File: src/hw/rtl/hps_pkg.sv
// ----------------------------------------------------------------------------
// hps_pkg
// Shared types and constants of the half-pel block SAD core: pixel and sum
// widths, interpolation mode codes, register indexes and the row word.
// ----------------------------------------------------------------------------
package hps_pkg;

    localparam int PIX_W      = 8;
    localparam int ROW_PIX    = 16;
    localparam int HALF_PIX   = ROW_PIX / 2;
    localparam int WORD_W     = HALF_PIX * PIX_W;
    localparam int ROW_SAD_W  = 12;
    localparam int SAD_W      = 16;
    localparam int CFG_DATA_W = 2;
    localparam int CFG_IDX_W  = 1;

    localparam logic [SAD_W-1:0] ACC_LIMIT = 16'hFFFF;

    // Configuration register indexes
    localparam logic [CFG_IDX_W-1:0] CFG_INTERP_MODE  = 1'b0;
    localparam logic [CFG_IDX_W-1:0] CFG_NARROW_BLOCK = 1'b1;

    typedef enum logic [1:0] {
        MODE_FULL = 2'd0,
        MODE_HORZ = 2'd1,
        MODE_VERT = 2'd2,
        MODE_DIAG = 2'd3
    } t_interp_mode;

    typedef struct packed {
        logic [WORD_W-1:0] cur_low;
        logic [WORD_W-1:0] cur_high;
        logic [WORD_W-1:0] ref_top_low;
        logic [WORD_W-1:0] ref_top_high;
        logic [PIX_W-1:0]  ref_top_extra;
        logic [WORD_W-1:0] ref_bot_low;
        logic [WORD_W-1:0] ref_bot_high;
        logic [PIX_W-1:0]  ref_bot_extra;
        logic              last_row;
    } t_row_item;

endpackage

File: src/hw/rtl/hps_row_sad.sv
// ----------------------------------------------------------------------------
// hps_row_sad
// Row SAD datapath: forms the reference prediction for each of the 16
// current pixels and sums the absolute differences through an adder tree.
// ----------------------------------------------------------------------------
module hps_row_sad (
    input  hps_pkg::t_row_item              i_item,
    input  hps_pkg::t_interp_mode           i_mode,
    input  logic                            i_narrow,
    output logic [hps_pkg::ROW_SAD_W-1:0]   o_row_sad
);
    import hps_pkg::*;

    logic [(ROW_PIX+1)*PIX_W-1:0] w_top_row;
    logic [(ROW_PIX+1)*PIX_W-1:0] w_bot_row;
    logic [ROW_PIX*PIX_W-1:0]     w_cur_row;
    logic [PIX_W-1:0]             w_diff [ROW_PIX];
    logic [PIX_W:0]               w_sum1 [ROW_PIX/2];
    logic [PIX_W+1:0]             w_sum2 [ROW_PIX/4];
    logic [PIX_W+2:0]             w_sum3 [ROW_PIX/8];

    assign w_top_row = {i_item.ref_top_extra, i_item.ref_top_high, i_item.ref_top_low};
    assign w_bot_row = {i_item.ref_bot_extra, i_item.ref_bot_high, i_item.ref_bot_low};
    assign w_cur_row = {i_item.cur_high, i_item.cur_low};

    always_comb begin
        logic [PIX_W-1:0] a, b, c, d, cur, pred;
        logic [PIX_W:0]   pair;
        logic [PIX_W+1:0] quad;
        for (int k = 0; k < ROW_PIX; k++) begin
            a    = w_top_row[k*PIX_W +: PIX_W];
            b    = w_top_row[(k+1)*PIX_W +: PIX_W];
            c    = w_bot_row[k*PIX_W +: PIX_W];
            d    = w_bot_row[(k+1)*PIX_W +: PIX_W];
            cur  = w_cur_row[k*PIX_W +: PIX_W];
            pair = '0;
            quad = '0;
            unique case (i_mode)
                MODE_FULL: begin
                    pred = a;
                end
                MODE_HORZ: begin
                    pair = {1'b0, a} + {1'b0, b} + (PIX_W+1)'(1);
                    pred = pair[PIX_W:1];
                end
                MODE_VERT: begin
                    pair = {1'b0, a} + {1'b0, c} + (PIX_W+1)'(1);
                    pred = pair[PIX_W:1];
                end
                MODE_DIAG: begin
                    quad = {2'b0, a} + {2'b0, b} + {2'b0, c} + {2'b0, d}
                         + (PIX_W+2)'(2);
                    pred = quad[PIX_W+1:2];
                end
                default: begin
                    pred = a;
                end
            endcase
            w_diff[k] = (cur > pred) ? (cur - pred) : (pred - cur);
            // Narrow full-pel blocks compare the left half only
            if (i_mode == MODE_FULL && i_narrow && k >= HALF_PIX) begin
                w_diff[k] = '0;
            end
        end
    end

    always_comb begin
        for (int k = 0; k < ROW_PIX/2; k++) begin
            w_sum1[k] = {1'b0, w_diff[2*k]} + {1'b0, w_diff[2*k+1]};
        end
        for (int k = 0; k < ROW_PIX/4; k++) begin
            w_sum2[k] = {1'b0, w_sum1[2*k]} + {1'b0, w_sum1[2*k+1]};
        end
        for (int k = 0; k < ROW_PIX/8; k++) begin
            w_sum3[k] = {1'b0, w_sum2[2*k]} + {1'b0, w_sum2[2*k+1]};
        end
        o_row_sad = {1'b0, w_sum3[0]} + {1'b0, w_sum3[1]};
    end

endmodule

File: src/hw/rtl/half_pel_block_sad_core.sv
// ----------------------------------------------------------------------------
// half_pel_block_sad_core
// Motion-estimation SAD engine with full-pel and half-pel reference
// prediction, one block row per word.
// ----------------------------------------------------------------------------
// Usage:
//   Input channel (i_in_valid / o_in_stall): one word is one block row, the
//   16 current pixels and reference rows i and i+1 (17 pixels each). A word
//   is taken on an edge with i_in_valid high and o_in_stall low.
//   Output channel (o_out_valid / i_out_stall): one word carrying the block
//   SAD, produced only for a row with i_last_row set.
//   Throughput: one row per cycle while o_in_stall is low. The row register and the result register
//   are the only stages; the row SAD, the accumulate and the saturation run
//   between them, so the limit is that single adder path.
//   Result path: the edge that takes the last row loads the row register;
//   the total then goes into the result register once that register is free.
//   Stall: rows without the last mark never wait. A last row waits in the
//   row register only while an earlier total still sits unclaimed in the
//   result register, and o_in_stall rises in that case alone.
//   Configuration (i_cfg_we): index 0 sets interp_mode, index 1 sets
//   narrow_block; write only while the core is idle.
//   Reset: clears both valid flags, the running sum and the configuration
//   registers (full-pel mode, wide block).
// ----------------------------------------------------------------------------
module half_pel_block_sad_core (
    input  logic                              i_clk,
    input  logic                              i_rst_n,
    // configuration write port
    input  logic                              i_cfg_we,
    input  logic [hps_pkg::CFG_IDX_W-1:0]     i_cfg_index,
    input  logic [hps_pkg::CFG_DATA_W-1:0]    i_cfg_data,
    // row input channel
    input  logic                              i_in_valid,
    output logic                              o_in_stall,
    input  logic [hps_pkg::WORD_W-1:0]        i_cur_low,
    input  logic [hps_pkg::WORD_W-1:0]        i_cur_high,
    input  logic [hps_pkg::WORD_W-1:0]        i_ref_top_low,
    input  logic [hps_pkg::WORD_W-1:0]        i_ref_top_high,
    input  logic [hps_pkg::PIX_W-1:0]         i_ref_top_extra,
    input  logic [hps_pkg::WORD_W-1:0]        i_ref_bot_low,
    input  logic [hps_pkg::WORD_W-1:0]        i_ref_bot_high,
    input  logic [hps_pkg::PIX_W-1:0]         i_ref_bot_extra,
    input  logic                              i_last_row,
    // result channel
    output logic                              o_out_valid,
    input  logic                              i_out_stall,
    output logic [hps_pkg::SAD_W-1:0]         o_sad_total
);
    import hps_pkg::*;

    // configuration registers
    t_interp_mode r_interp_mode;
    logic         r_narrow_block;

    // row register
    logic         r_row_valid;
    t_row_item    r_row;
    t_row_item    w_in_item;

    // running sum and result register
    logic [SAD_W-1:0] r_sad_accum;
    logic [SAD_W-1:0] n_sad_accum;
    logic             r_out_valid;
    logic [SAD_W-1:0] r_sad_total;

    logic [ROW_SAD_W-1:0] w_row_sad;
    logic [SAD_W:0]       w_total_wide;
    logic [SAD_W-1:0]     w_total;
    logic                 w_out_free;
    logic                 w_row_adv;
    logic                 w_in_take;

    // ------------------------------------------------------------------
    // Configuration
    // ------------------------------------------------------------------
    always_ff @(posedge i_clk) begin
        if (!i_rst_n) begin
            r_interp_mode  <= MODE_FULL;
            r_narrow_block <= 1'b0;
        end else if (i_cfg_we) begin
            unique case (i_cfg_index)
                CFG_INTERP_MODE:  r_interp_mode  <= t_interp_mode'(i_cfg_data[1:0]);
                CFG_NARROW_BLOCK: r_narrow_block <= i_cfg_data[0];
                default:          r_narrow_block <= r_narrow_block;
            endcase
        end
    end

    // ------------------------------------------------------------------
    // Flow control
    // ------------------------------------------------------------------
    // The result register is free when empty or being drained this cycle.
    assign w_out_free = !r_out_valid || !i_out_stall;
    // A held row moves on unless it must publish a total into a busy slot.
    assign w_row_adv  = r_row_valid && (!r_row.last_row || w_out_free);
    assign o_in_stall = r_row_valid && !w_row_adv;
    assign w_in_take  = i_in_valid && !o_in_stall;

    assign w_in_item = '{
        cur_low:       i_cur_low,
        cur_high:      i_cur_high,
        ref_top_low:   i_ref_top_low,
        ref_top_high:  i_ref_top_high,
        ref_top_extra: i_ref_top_extra,
        ref_bot_low:   i_ref_bot_low,
        ref_bot_high:  i_ref_bot_high,
        ref_bot_extra: i_ref_bot_extra,
        last_row:      i_last_row
    };

    always_ff @(posedge i_clk) begin
        if (!i_rst_n) begin
            r_row_valid <= 1'b0;
        end else if (w_in_take) begin
            r_row_valid <= 1'b1;
        end else if (w_row_adv) begin
            r_row_valid <= 1'b0;
        end
    end

    // Payload: load on take, otherwise hold
    always_ff @(posedge i_clk) begin
        if (w_in_take) begin
            r_row <= w_in_item;
        end
    end

    // ------------------------------------------------------------------
    // Row SAD and accumulate
    // ------------------------------------------------------------------
    hps_row_sad u_row_sad (
        .i_item    (r_row),
        .i_mode    (r_interp_mode),
        .i_narrow  (r_narrow_block),
        .o_row_sad (w_row_sad)
    );

    // Saturate at the 16-bit limit rather than wrap on overlong blocks
    assign w_total_wide = {1'b0, r_sad_accum} + (SAD_W+1)'(w_row_sad);
    assign w_total      = w_total_wide[SAD_W] ? ACC_LIMIT : w_total_wide[SAD_W-1:0];

    always_comb begin
        n_sad_accum = r_sad_accum;
        if (w_row_adv) begin
            n_sad_accum = r_row.last_row ? '0 : w_total;
        end
    end

    always_ff @(posedge i_clk) begin
        if (!i_rst_n) begin
            r_sad_accum <= '0;
        end else begin
            r_sad_accum <= n_sad_accum;
        end
    end

    // ------------------------------------------------------------------
    // Result register
    // ------------------------------------------------------------------
    always_ff @(posedge i_clk) begin
        if (!i_rst_n) begin
            r_out_valid <= 1'b0;
        end else if (w_row_adv && r_row.last_row) begin
            r_out_valid <= 1'b1;
        end else if (!i_out_stall) begin
            r_out_valid <= 1'b0;
        end
    end

    always_ff @(posedge i_clk) begin
        if (w_row_adv && r_row.last_row) begin
            r_sad_total <= w_total;
        end
    end

    assign o_out_valid = r_out_valid;
    assign o_sad_total = r_sad_total;

    // ------------------------------------------------------------------
    // Assertions
    // ------------------------------------------------------------------
    a_last_publishes: assert property (@(posedge i_clk) disable iff (!i_rst_n)
        (w_row_adv && r_row.last_row) |=> (r_out_valid && r_sad_accum == '0))
        else $error("last row did not publish a total and clear the sum");

    a_stall_cause: assert property (@(posedge i_clk) disable iff (!i_rst_n)
        o_in_stall |-> (r_row_valid && r_row.last_row && r_out_valid && i_out_stall))
        else $error("input stalled without a blocked last row");

    a_sat_holds: assert property (@(posedge i_clk) disable iff (!i_rst_n)
        (w_row_adv && !r_row.last_row && r_sad_accum == ACC_LIMIT)
            |=> (r_sad_accum == ACC_LIMIT))
        else $error("saturated sum wrapped");

    a_sum_idle: assert property (@(posedge i_clk) disable iff (!i_rst_n)
        !w_row_adv |=> (r_sad_accum == $past(r_sad_accum)))
        else $error("running sum changed without a row");

endmodule
File: config.mk
export PLATFORM = sky130hd
export DESIGN_NAME = half_pel_block_sad_core
export DESIGN_NICKNAME = d
export VERILOG_FILES = /design/src/hw/rtl/hps_pkg.sv /design/src/hw/rtl/hps_row_sad.sv /design/src/hw/rtl/half_pel_block_sad_core.sv
export SDC_FILE = /design/constraint.sdc
export NUM_CORES = 2
export LEC_CHECK = 0
export BUFFER_PORTS_ARGS = -buffer_cell sky130_fd_sc_hd__buf_4
export CORE_MARGIN = 3
export CORE_UTILIZATION = 45
export DETAILED_ROUTE_END_ITERATION = 12
export REMOVE_ABC_BUFFERS = 1
export SLEW_MARGIN = 5
export SYNTH_ARGS = -nofsm -noshare
export SYNTH_HDL_FRONTEND = slang
export SYNTH_HIERARCHICAL = 1
export SYNTH_SLANG_ARGS = --single-unit
File: constraint.sdc
create_clock -name i_clk -period 21.8 [get_ports i_clk]
set_input_delay 0 -clock i_clk [delete_from_list [all_inputs] [get_ports i_clk]]
set_output_delay 0 -clock i_clk [all_outputs]
set_load 0.02 [all_outputs]
# Yosys cells after proc, flatten, opt, wreduce, memory -nomap -nowiden
# Cells that the tools add are included.
word_totals:
  reg_bits: 438
  wordCells: 274
  in_bits: 409
op_classes:
  reduce_logical: 16
  n_addsub: 176
  n_mux: 46
  n_bitwise: 1
  order_cmp: 16
  n_eq_ne: 4
op_table:
  columns: ["op", "n"]
  rows:
  - ["$pmux 8 s4", 16]
  - ["$add 8x8->9", 56]
  - ["$add 10x8->10", 32]
  - ["$add 9x1->9 const B", 32]
  - ["$sub 8x8->8", 32]
  - ["$mux 8", 24]
  - ["$add 10x2->10 const B", 16]
  - ["$gt 8x8->1", 16]
  - ["$add 9x9->10", 4]
  - ["$mux 16", 2]
  - ["$add 10x10->11", 2]
  - ["$add 16x12->17", 1]
  - ["$add 11x11->12", 1]
  - ["$logic_and 1x1->1", 5]
  - ["$logic_not 1->1", 5]
  - ["$eq 2x2->1 const B", 2]
  - ["$mux 1", 4]
  - ["$reduce_and 2->1", 2]
  - ["$eq 2x1->1 const B", 1]
  - ["$logic_not 2->1", 1]
  - ["$logic_or 1x1->1", 2]
  - ["$ne 2x1->1 const B", 1]
  - ["$reduce_bool 2->1", 1]
  - ["$not 1->1", 1]

# Logic depth before layout (Yosys ltp)
depth:
  ltp_word: 15
  ltp_mapped: 49
  mapped_depth_nobuf: 46

# Modules after synthesis
# Netlist, hierarchy kept.
by_module_without_submodules:
  columns: ["mod", "n_inst", "cells_per_inst", "area_per_inst_um2", "seq_area_each_um2"]
  rows:
  - ["hps_row_sad", 1, 4581, 36625.1, 0.0]
  - ["half_pel_block_sad_core", 1, 602, 14072.2, 12942.4]

# Worst setup path after synthesis
# No wires, ideal clock.
synth_path:
  path_kind: "register to register"
  start: "reg r_row[0] (netlist bit)"
  end: "reg r_row[0] (netlist bit), enable pin"
  t_arrival_ps: 18128
  required_ps: 20588
  path_buffers: 0
  setup_ps: 1212
  path_slack_ps: 2460
  path_stages_with_launch: 4
  period_less_slack_ps: 19340
  path_cell_list: "edfxtp_1 -> nand2_1 -> nor2_1 -> nor2b_1"
synth_between:
  elab_chain_len: 7
synth_lines:
  columns: ["item", "line_no", "text"]
  rows:
  - ["start, declared", "half_pel_block_sad_core.sv:57", "t_row_item r_row;"]
  - ["start signal, assigned", "half_pel_block_sad_core.sv:124", "r_row <= w_in_item;"]
  - ["$logic_not 1->1", "half_pel_block_sad_core.sv:95", "assign w_row_adv = r_row_valid && (!r_row.last_row || w_out_free);"]
  - ["$logic_or 1x1->1", "half_pel_block_sad_core.sv:95", null]
  - ["$logic_and 1x1->1", "half_pel_block_sad_core.sv:95", null]
  - ["$logic_not 1->1", "half_pel_block_sad_core.sv:96", "assign o_in_stall = r_row_valid && !w_row_adv;"]
  - ["$logic_and 1x1->1", "half_pel_block_sad_core.sv:96", null]
  - ["named net o_in_stall", "half_pel_block_sad_core.sv:34", "output logic o_in_stall,"]
  - ["$logic_not 1->1", "half_pel_block_sad_core.sv:97", "assign w_in_take = i_in_valid && !o_in_stall;"]
  - ["$logic_and 1x1->1", "half_pel_block_sad_core.sv:97", null]
  - ["named net w_in_take", "half_pel_block_sad_core.sv:71", "logic w_in_take;"]
# The timed path passes the listed nets, and every way through them passes these cells.
# A chain may end at the register's enable or synchronous reset.

# Worst setup path in the final report
layout_path:
  start: "reg r_row[163] (netlist bit)"
  end: "reg r_sad_accum[11]"
layout_between:
  elab_chain_len: 15
layout_lines:
  columns: ["item", "line_no", "text"]
  rows:
  - ["$add 8x8->9", "hps_row_sad.sv:43, hps_row_sad.sv:51", null]
  - ["$add 10x8->10 (2 in a row)", "hps_row_sad.sv:51", "quad = {2'b0, a} + {2'b0, b} + {2'b0, c} + {2'b0, d}"]
  - ["$add 10x2->10", "hps_row_sad.sv:52", "+ (PIX_W+2)'(2);"]
  - ["$pmux 8 s4", "hps_row_sad.sv:38", "unique case (i_mode)"]
  - ["$sub 8x8->8 or $gt 8x8->1 (tied branches)", "hps_row_sad.sv:59", "w_diff[k] = (cur > pred) ? (cur - pred) : (pred - cur);"]
  - ["$mux 8", "hps_row_sad.sv:59", null]
  - ["$mux 8", "hps_row_sad.sv:61", "if (i_mode == MODE_FULL && i_narrow && k >= HALF_PIX) begin"]
  - ["$add 8x8->9", "hps_row_sad.sv:69", "w_sum1[k] = {1'b0, w_diff[2*k]} + {1'b0, w_diff[2*k+1]};"]
  - ["$add 9x9->10 *", "hps_row_sad.sv:72", "w_sum2[k] = {1'b0, w_sum1[2*k]} + {1'b0, w_sum1[2*k+1]};"]
  - ["$add 10x10->11 *", "hps_row_sad.sv:75", "w_sum3[k] = {1'b0, w_sum2[2*k]} + {1'b0, w_sum2[2*k+1]};"]
  - ["$add 11x11->12 *", "hps_row_sad.sv:77", "o_row_sad = {1'b0, w_sum3[0]} + {1'b0, w_sum3[1]};"]
  - ["named net w_row_sad[9]", "half_pel_block_sad_core.sv:66", "logic [ROW_SAD_W-1:0] w_row_sad;"]
  - ["$add 16x12->17 *", "half_pel_block_sad_core.sv:139", "assign w_total_wide = {1'b0, r_sad_accum} + (SAD_W+1)'(w_row_sad);"]
  - ["$mux 16 *", "half_pel_block_sad_core.sv:140", "assign w_total = w_total_wide[SAD_W] ? ACC_LIMIT : w_total_wide[SAD_W-1:0];"]
  - ["named net w_total[11]", "half_pel_block_sad_core.sv:68", "logic [SAD_W-1:0] w_total;"]
  - ["$mux 16 *", "half_pel_block_sad_core.sv:145", "n_sad_accum = r_row.last_row ? '0 : w_total;"]
  - ["end signal, assigned", "half_pel_block_sad_core.sv:153", "r_sad_accum <= n_sad_accum;"]
  - ["end, declared", "half_pel_block_sad_core.sv:61", "logic [SAD_W-1:0] r_sad_accum;"]
# The timed path passes the listed nets; every way through them passes the cells marked *.

==> summary.txt <==
Synthesis
  • Area share of the leading cell type in the synthesized netlist: 24.70%
  • Ys flop type: edfxtp_1
  • Simple-gate share of the synthesized area: 9.062%
  • Largest family of logic cells by synthesized area: adder cells
  • Seq cells post-synth: 438
  • Post-Synth XOR/XNOR Area: 5.321%
  • Synth Area in Compound Gates: 18.26%
  • Ranking of synthesized cells by area: edfxtp_1 25%, fa_1 16%, ha_1 16%, inv_1 4.9%, o21ai_0 3.5%
  • Mapped cell area: 0.05070 mm2
  • Ys async rst share: 0%
  • Yosys cell types: 98
  • Post-synth EDFFs: 417
  • Yosys Warn Count: 6
  • Multiplexer share of the synthesized area: 3.418%
  • Post-synth top area cell: edfxtp_1
  • Cell count after synthesis: 5183
  • Top-count cell post-synth: inv_1
  • Post-synthesis sequential area ratio: 25.53%
  • Mean Syn Cell Area: 9.781 um2
  • Commonest cells in the netlist: 659 x inv_1, 648 x ha_1, 417 x edfxtp_1
  • Synth Area in Adders: 32.30%

Worst setup path
  • Critical-path top delay cell: o21ai_1
  • Worst setup path class: flip-flop to flip-flop
  • Max incr delay on CP: 870 ps
  • CP top delay family: adder cells
  • Crit end category: flip-flop
  • CP Max Fanout: 14
  • CP arrival: 14080 ps
  • Worst EP required: 22330 ps
  • CP Launch Type: flip-flop
  • CP Buf/Inv Count: 5
  • Reg-to-reg setup timing slack: 8250 ps
  • Crit-path most repeated cell: fa_1

Placement
  • DP Area: 0.05537 mm2
  • IO buf count: 426
  • Post-detail-place hpwl: 122.9 mm
  • GP Congestion: 0.9152
  • Placed cells: 6976

Global route
  • Tot GR Track Use: 26.76%
  • Largest net degree at the start of global routing: 76
  • Grt ovf: 0
  • Initial antenna violation count: 3
  • First-pass GRT wire length: 241.5 mm
  • Vias in the first global route: 41880

CTS
  • Number of CTS-inserted buffers: 52
  • CTS tree: built
  • Htree depth: 2
  • Worst skew pair latency: 650 ps
  • Clock tree buffer depth: 3
  • Clk slew on worst S/H paths: 60 ps
  • Post-CTS setup buffers: 0
  • Clock sink total: 438
  • CTS root buf: clkbuf_16

Floorplanning
  • I/O pins: 427
  • Die Ht: 341.7 um
  • Initial Util: 45.56%
  • FP Rows: 122
  • CORE AREA: 0.1113 mm2
  • Die Area: 0.1167 mm2
  • Die width: 341.7 um

Routing
  • DRT iter0 DRCs: 2956
  • Routed Wire Length: 157.6 mm
  • Initial DRT Pass Iterations: 6
  • DRC: 0
  • Vias: 41416
  • Per-cell routed wire length: 21.06 um
  • Routed vias/inst: 5.533
  • DRT antenna net count: 0

Layout
  • Syn-to-layout area delta: 20.66%
  • Fraction of layout cells with a size suffix above 1: 10.74%
  • Design area: 0.06117 mm2
  • Post-route insts no fill: 7485
  • Nets: 7427

Run
  • Max cap viols: 0

STA
  • Fraction of the cycle the final worst path needs: 62.18%
  • Worst slew margin: 24.99%
  • RSZ-0062 raised after global routing: no
  • Clock skew: 18.32 ps
  • Minimum clock period: 13550 ps
  • Final setup fails: 0
  • Setup tns final: 0 ps
  • Slew @ Worst Pin: 1118 ps
  • Max Transition Viols Final: 0
  • Final hold vios: 0
  • Fmax: 73.77 MHz

Worst hold path
  • Hold crit path type: primary input to flip-flop

Run status
  • Status: completed
-- routing by layer --
metal  track usage (%)  vias up  share of wire, %
li1                  -    19865                 -
met1             36.74    20047                45
met2             44.22     1264                47
met3             2.537      238               5.0
met4             9.390        2               3.8
met5                 0        -             0.010
-- sequential cells by signal, summed over array words and instances (netlist names) --
| register | cells |
|---|---|
| r_row | 401 |
| o_sad_total | 16 |
| r_sad_accum | 16 |
| r_interp_mode | 2 |
| o_out_valid | 1 |
| r_narrow_block | 1 |
| r_row_valid | 1 |
-- layout make-up --
cell class | count | area [um2]
Clock buffer | 57 | 1320
Timing Repair Buffer | 869 | 7562
Tap cell | 1488 | 1862
Antenna cell | 2 | 5.005
Sequential cell | 438 | 12950
Clock inverter | 35 | 326.6
Inverter | 659 | 2476
Fill cell | 9799 | 50110
Multi-Input combinational cell | 3937 | 34670
-- what timing repair did --
item	CTS	global route
hold buffers	415	0
gates resized for setup	0	0
endpoints found under the hold margin	425	0
-- cells in the final DEF, fill, tap and decap left out, types with 28 or more instances in the layout --
cell type / Yosys / layout
o211ai_1: 31 / 31
nor2_1: 271 / 269
a31oi_1: 64 / 64
nor2b_1: 111 / 109
dlygate4sd3_1: 0 / 415
buf_4: 6 / 454
nor3_1: 80 / 80
fa_1: 413 / 413
mux2_2: 43 / 43
o21ai_0: 358 / 358
o21ai_1: 31 / 31
nand2b_1: 35 / 35
ha_1: 648 / 648
a21oi_1: 356 / 356
a21o_1: 102 / 102
nand3_1: 28 / 28
mux2i_1: 109 / 109
clkbuf_16: 0 / 52
a211oi_1: 68 / 68
o21a_1: 117 / 117
nand4_1: 29 / 29
inv_1: 659 / 658
xnor2_1: 177 / 177
nand2_1: 305 / 305
xor2_1: 131 / 131
edfxtp_1: 417 / 417
-- cell families after synthesis --
logic type | Yosys count
compound gates | 1436
fa+ha+maj | 1061
simple gates | 971
buf+inv | 808
flops | 438
xor+xnor | 308
mux | 161
-- final timing paths --
| kind | from | to | cells past startpoint |
|---|---|---|---|
| worst max-delay path | r_row[163] | r_sad_accum[11] | 43 |
| worst min-delay path | i_cur_low[43] | r_row[380] | 2 |
| worst max register to register | r_row[163] | r_sad_accum[11] | 43 |
| worst min register to register | r_sad_accum[6] | r_sad_accum[6] | 1 |
-- per-stage QoR --
stage | utilization (%) | setup slack, ps | hold slack (ps)
finish | 54.97 | 8245 | 70.65
CTS | 54.97 | 8277 | 4.079
global route | 54.97 | 7258 | 42.68
global placement | 49.76 | 8514 | 178.3
detailed placement | 49.76 | 8309 | 179.3
floorplan | - | 2460 | 98.87
Power is left out: the tool's default activity adds up to more than one toggle a clock period on the data nets, which glitch-free logic cannot reach.
